`config.mk`:
```
export PLATFORM = sky130hd
export DESIGN_NAME = ssms_cmp
export DESIGN_NICKNAME = d
export VERILOG_FILES = /design/src/hdl/ssms_pkg.sv /design/src/hdl/ssms_cmp.sv
export SDC_FILE = /design/constraint.sdc
export NUM_CORES = 1
export LEC_CHECK = 0
export BUFFER_PORTS_ARGS = -buffer_cell sky130_fd_sc_hd__buf_2
export CAP_MARGIN = 40
export CORE_MARGIN = 1
export CORE_UTILIZATION = 38
export DETAILED_ROUTE_END_ITERATION = 6
export PLACE_DENSITY = 0.81
export RECOVER_POWER = 50
export SLEW_MARGIN = 20
export SYNTH_ARGS = -nofsm -noshare
export SYNTH_HDL_FRONTEND = slang
export SYNTH_SLANG_ARGS = --single-unit
```
`constraint.sdc`:
```
create_clock -name vclk -period 2.1
set_input_delay 0.42 -clock vclk [all_inputs]
set_output_delay 0.42 -clock vclk [all_outputs]
set_load 0.01 [all_outputs]
```
`src/hdl/ssms_pkg.sv`:
```
`timescale 1ns / 1ps
// ----------------------------------------------------------------------------
// ssms_pkg
// Shared types and constants for the sorted set membership search block.
// ----------------------------------------------------------------------------
package ssms_pkg;

    // Field widths of the input and result beats.
    localparam int OP_W  = 2;
    localparam int VAL_W = 32;
    localparam int CNT_W = 11;

    // Operation codes carried in the op field.
    localparam logic [OP_W-1:0] OP_CLEAR  = 2'd0;
    localparam logic [OP_W-1:0] OP_APPEND = 2'd1;
    localparam logic [OP_W-1:0] OP_SEARCH = 2'd2;

    // Outcome of one signed comparison of the key against a stored entry.
    typedef struct packed {
        logic eq;   // key equals entry
        logic lt;   // key is less than entry
    } t_cmp_res;

endpackage

```
`src/hdl/ssms_cmp.sv`:
```
`timescale 1ns / 1ps
// ----------------------------------------------------------------------------
// ssms_cmp
// Shared signed comparator used by both the insertion scan and the search.
// ----------------------------------------------------------------------------
module ssms_cmp (
    input  logic signed [ssms_pkg::VAL_W-1:0] i_key,
    input  logic signed [ssms_pkg::VAL_W-1:0] i_entry,
    output ssms_pkg::t_cmp_res                o_res
);
    import ssms_pkg::*;

    // Equality and signed less-than of the key against the entry.
    always_comb begin
        o_res.eq = (i_key == i_entry);
        o_res.lt = (i_key < i_entry);
    end

endmodule

```
# Word level (Yosys, flattened, before mapping)
# Index checks and enable logic that the tools add are counted.
# Widths: inputs -> output; s select.
# classes
eq_ne	1
n_lt_le_gt_ge	1
# ops
cell	count
$eq 32x32->1	1
$lt 32x32->1	1
# totals
in_bits	64
word_cells	2
output_inout_bits	2
reg_bits	0

# Longest topological paths before layout
# Gate-level depths: netlist of the first run.
# logic_depth
depth_word	1
ltp_mapped	7
mapped_depth_nobuf	7

# Worst setup path after synthesis of the first run
# No wires, ideal clock.
# synth_path
path_type	in2out
start	input port i_entry[14] (netlist bit)
end	output port o_res[0] (netlist bit)
path_stages	7
t_required_ps	1680
setup_slack_ps	-2
arrival_ps	1682
path_buffers	0
path_cell_list	inv_1 > ha_1 > a21oi_2 > nand2_1 > a221o_1 > o31a_1 > o22ai_2
# synth_rtl
element	line	rtl
start, declared	ssms_cmp.sv:8	input logic signed [ssms_pkg::VAL_W-1:0] i_entry,
end, declared	ssms_cmp.sv:9	output ssms_pkg::t_cmp_res o_res

==> results by group, run 1 <==
Route
  • Final ANT Viol Nets: 0
  • Drt wl/cell: 11.16 um
  • First-pass iteration count of the detailed router: 4
  • WL final: 2.400 mm
  • Detailed Route Iter0 Violations: 9
  • DRC Markers: 0
  • Via density: around 4.9
  • Vias post-DR: 1045

STA
  • Worst Tran Pin Value: between 200 and 300 ps
  • Final setup vio count: 2
  • Fmax: 431.3 MHz
  • Unrepaired setup endpoints after global routing: true
  • Final Hold Slack: 1372 ps
  • Final WS setup: -218.3 ps
  • Final number of hold-violating endpoints: 0
  • Slew margin rel.: 0.8311
  • Fin crit period: 2318 ps
  • Slew Viols, Final: 0
  • Final period utilization: 1.104

Place
  • Post-DP HPWL: roughly 1.9 mm
  • Routability cong.: about 0.68
  • Placed inst area: 0.001257 sq mm
  • Port Buffers: 66

GRT
  • Initial antenna violation count: 0
  • Total track usage: 0.1805
  • GRT overflow: 0
  • Vias in the first global route: 1030
  • Largest net degree at the start of global routing: 5
  • First-pass GRT wire length: ~3.6 mm

Outcome
  • Run status: finished, violations left
  • Violated checks: setup timing

Critical path
  • Max FO, Critical Path: 2
  • Worst path cell trace: buf_2, ha_1, nand4_1, nor2_1, a221o_1, o31a_1, o22ai_2, buf_2
  • Required @ worst endpoint: approximately 1700 ps
  • Crit path max-delay cell type: ha_1
  • Crit path capture: o_res[0]
  • Worst Path Buf+Inv: 2
  • Crit-path most repeated cell: buf_2
  • CP Launch Point: i_key[11]
  • Critical path arrival: 1900 ps
  • Critical path depth: 8
  • Critical Path Start Type: input pin
  • Setup CP Type: in2out
  • Slowest Stage Delay on Critical Path: 310 ps
  • CP endpoint kind: output port
  • Delay-heaviest family, CP: compound AO/OA/AOI/OAI gates

Floorplan
  • Rows: 16
  • Die footprint: about 0.0023 sq mm
  • Core Area: 0.002002 sq mm
  • Initial Util: 0.4100
  • Die Wd: 48.48 um
  • Die Ht: 48.48 um
  • Total I/O pin count: 66

Power and ir drop
  • Pwr Total: between 200 and 300 uW
  • Lkg Pwr: slightly above 0.8 nW
  • Peak supply drop: 0.09851 mV
  • Power Density: 181.6 mW/mm^2

Logic synthesis
  • Syn Nets: 209
  • Synth Instances: 113
  • Synth area leader: ha_1
  • Yosys Warn Count: 0
  • Post-synth top area share: 0.4878
  • Syn_area_per_cell: 7.264 sq um
  • Yosys cell types: 24
  • Cell area after synthesis: 820.8 sq um
  • Synth area leaders: ha_1 (49%), inv_1 (15%), a21oi_1 (6.7%), nand4_1 (4.6%), nand2_1 (3.2%)
  • Sequential area share after synthesis: 0

Finish
  • Design Area, Final: approximately 0.0014 sq mm
  • # nets final: 286
  • Layout clock buffer count: 0
  • Share of layout cells above drive strength 1: 0.5319
  • Most frequent cells in the layout: buf_2 (61), inv_1 (27), ha_1 (23), a21oi_1 (10)
  • Sequential cell count: 0
  • Sequential cell area: 0 sq um
  • Synthesis-to-finish area growth: 75.15%
  • Antenna cells: 0
  • Commonest non-fill, non-tap cell in the layout: buf_2

Job
  • Max cap viols: 0

Worst hold path
  • Hold Crit Class: in2out
## worst min path at each step
| stage | to | startpoint | slack [ps] | cells after the start |
|---|---|---|---|---|
| 2_1_floorplan | o_res[0] | i_key[31] | 1120 | 2 |
| 3_3_place_gp | o_res[1] | i_entry[0] | 1340 | 5 |
| 3_5_place_dp | o_res[1] | i_entry[0] | 1350 | 5 |
| 4_1_cts | o_res[1] | i_entry[0] | 1350 | 5 |
| 5_1_grt | o_res[1] | i_entry[0] | 1410 | 5 |
| 6_report | o_res[1] | i_entry[0] | 1370 | 5 |
## metal layers
metal / global-route usage / up-vias / routed length, um
met5: 0 / - / 0
met4: 0.03431 / 0 / 30
met3: 0.01887 / 4 / 111
met2: 0.4085 / 42 / 1374
met1: 0.1648 / 453 / 884
li1: - / 546 / -
## where the power goes
group          internal [mW]  total [mW]  switching [mW]
clock network              0           0               0
registers                  0           0               0
logic                  0.142       0.261           0.119
total                  0.142       0.261           0.119
## logic make-up (layout without fill, tap and decap cells)
kind of cell,after synthesis,after routing,share of synthesized area
buf+inv,32,107,0.1463
simple gates,24,24,0.1601
compound gates,25,25,0.2058
fa+ha+maj,32,32,0.4878
## synthesized netlist by cell type
cell,instances
a21o_1,2
o2111ai_1,1
a221oi_1,1
o211ai_1,1
nor4_2,1
ha_1,32
a21boi_2,1
o21ai_1,1
inv_1,32
nor2b_1,1
nor4_1,1
a221o_1,1
nand4_1,6
nor3_1,1
o22ai_2,1
a21oi_1,11
o21ai_0,2
nand2_1,7
a211oi_1,1
nand4_2,1
nor2_1,4
nand3_1,2
a21oi_2,1
o31a_1,1
## per-stage QoR
stage / util / TNS, ps / std cells / setup WS, ps
after floorplan: - / 0 / 113 / 43.20
after global placement: 0.6281 / -269.8 / 214 / -200.4
after detailed placement: 0.6281 / -276.2 / 214 / -202.4
after CTS: 0.6438 / -267.9 / 214 / -175.7
after global routing: 0.7181 / -422.2 / 215 / -292.7
final: 0.7181 / -263.0 / 215 / -218.3
## cell type report
type,instances,area [sq um]
fill,172,564.3
tap,27,33.78
timing repair buffer,75,429.2
multi-input combinational,81,852.1
inverter,32,122.6
## tightest hold or removal path, stage by stage
cell and delay [ps]:
buf_2 80, ha_1 110, nand4_1 90, nor2_1 110
buf_2 140
## timing repair
item	CTS	global route
setup buffers	0	1
endpoints found under the setup margin	2	2
hold buffers	0	0
cloned	0	0
pin swaps	4	15
resized for setup	4	24
Note: power is estimated with default switching activity, not from simulation.
==> run 2: changes to the inputs <==
--- a/config.mk
+++ b/config.mk
@@ -7,10 +7,12 @@
 export LEC_CHECK = 0
 export BUFFER_PORTS_ARGS = -buffer_cell sky130_fd_sc_hd__buf_2
 export CAP_MARGIN = 40
+export CELL_PAD_IN_SITES_DETAIL_PLACEMENT = 0
+export CELL_PAD_IN_SITES_GLOBAL_PLACEMENT = 1
 export CORE_MARGIN = 1
-export CORE_UTILIZATION = 38
+export CORE_UTILIZATION = 24
 export DETAILED_ROUTE_END_ITERATION = 6
-export PLACE_DENSITY = 0.81
+export PLACE_DENSITY_LB_ADDON = 0.1
 export RECOVER_POWER = 50
 export SLEW_MARGIN = 20
 export SYNTH_ARGS = -nofsm -noshare
==> run 2 against run 1 <==
Compared with the run above: the run still ends with setup timing left; design area is 11% higher; non-clock buffer count is 1 higher; final cell count is 8.4% higher; wire length is 2.9% higher; critical path depth stayed put; total power is 11% higher; via count is 0.19% lower; hold slack worse by 0.68 ps; combinational power is 11% higher; largest cell class unchanged.
==> results by group, run 2 (synthesized netlist as in run 1, its figures left out) <==
Outcome
  • Run status: finished, violations left
  • Violated checks: setup timing

Critical path
  • Max FO, Critical Path: 3
  • Critical path arrival: 1830 ps
  • CP endpoint kind: output port
  • Critical Path Start Type: input pin
  • Setup CP Type: in2out
  • Required @ worst endpoint: 1680 ps

Floorplan
  • Die Ht: 60.48 um
  • Die Wd: 60.48 um
  • Rows: 20
  • Initial Util: 0.2603
  • Die footprint: 0.003658 sq mm
  • Total I/O pin count: 66
  • Core Area: approximately 0.0032 sq mm

Route
  • WL final: 2.469 mm
  • Vias post-DR: 1043
  • Drt wl/cell: 10.60 um
  • First-pass iteration count of the detailed router: 4
  • Via density: 4.476
  • Detailed Route Iter0 Violations: 8
  • Final ANT Viol Nets: 0
  • DRC Markers: 0

Finish
  • Share of layout cells above drive strength 1: 0.5873
  • Sequential cell area: 0 sq um
  • Util after Layout: 0.5067
  • Antenna cells: 0
  • Synthesis-to-finish area growth: 94.66%
  • Commonest non-fill, non-tap cell in the layout: buf_2
  • Sequential cell count: 0
  • Most frequent cells in the layout: buf_2 (55), inv_1 (23), ha_4 (16), ha_1 (16), buf_6 (11)
  • Final cell count without fillers: 233
  • Design Area, Final: 0.001598 sq mm
  • # nets final: ~290
  • Layout clock buffer count: 0

STA
  • Worst Tran Pin Value: 261.6 ps
  • Final WS setup: -151.5 ps
  • Unrepaired setup endpoints after global routing: true
  • Final setup vio count: 2
  • Final number of hold-violating endpoints: 0
  • Final period utilization: 1.072
  • Fin Setup TNS: -162.6 ps
  • Fmax: 444.1 MHz
  • Slew margin rel.: 0.8245
  • Fin crit period: roughly 2300 ps
  • Slew Viols, Final: 0

GRT
  • Total track usage: 0.1371
  • Initial antenna violation count: 0
  • GRT overflow: 0
  • Busiest grt layer: met2
  • Vias in the first global route: 1051
  • Met2 usage: 0.3187
  • Largest net degree at the start of global routing: 5
  • First-pass GRT wire length: ~3.9 mm
  • Met3 GRT Util: 0
  • M1 GR Usage: 0.1378

Power and ir drop
  • Net Sw Power: 126.9 uW
  • Lkg Pwr: 0.8394 nW
  • Pint: approximately 160 uW
  • Clock power frac: 0
  • Power Density: 181.8 mW/mm^2
  • Reg power frac: 0
  • Sw Share: 0.4369
  • Peak supply drop: 0.07975 mV
  • Comb power frac: 1.000

Place
  • Pre-CTS setup slack: -238.4 ps
  • Port Buffers: 66
  • Dpl cells: 232
  • Placed inst area: 0.001286 sq mm
  • Post-DP HPWL: 1.918 mm
  • Routability cong.: roughly 0.66

Job
  • Max cap viols: 0

Clocking
  • Hold_buf cts: 0

Worst hold path
  • Hold Crit Class: in2out
-- run 2: cell types whose count changed in the layout (fill, tap and decap cells not counted), moves of 3 or more --
cell   change
inv_1      -4
ha_4       +7
inv_2      +3
buf_2      -6
ha_1       -7
buf_6      +6
-- run 2: path summary, 6_finish.rpt --
check,from,end,depth (start not counted)
worst min-delay path,i_entry[0],o_res[1],5
worst max-delay path,i_key[13],o_res[0],8
-- run 2: power groups by stage --
stage	combinational (mW)	clock (mW)	sequential (mW)
after global routing	0.330	0	0
after detailed placement	0.219	0	0
final	0.291	0	0
after CTS	0.272	0	0
after global placement	0.213	0	0
after floorplan	0.115	0	0
-- run 2: critical path: stages --
cell	delay, ps
buf_2	120
ha_4	230
nand4_1	190
nor2_1	70
a221o_1	320
o31a_1	250
o22ai_2	80
buf_2	150
-- run 2: timing repair --
item                       4_1_cts  5_1_grt
setup buffers                    0        1
setup endpoints to repair        2        2
resized for setup               34       12
pin swaps                       17       10
-- run 2: cell type report --
type                       count  area, sq um
timing repair buffer          76        474.2
tap                           44        55.05
inverter                      32        125.1
multi-input combinational     81        943.4
fill                         332         1555
-- run 2: layer usage --
layer / routed length (um) / up-vias
met4: 0 / 0
met2: 1427 / 33
met3: 102 / 0
met5: 0 / -
met1: 939 / 461
li1: - / 549
-- run 2: per-stage QoR --
step	hold WS (ps)	total power, mW
global route	1398	0.3297
CTS	1378	0.2723
detailed placement	1360	0.2187
global placement	1346	0.2132
floorplan	1116	0.1146
finish	1371	0.2906
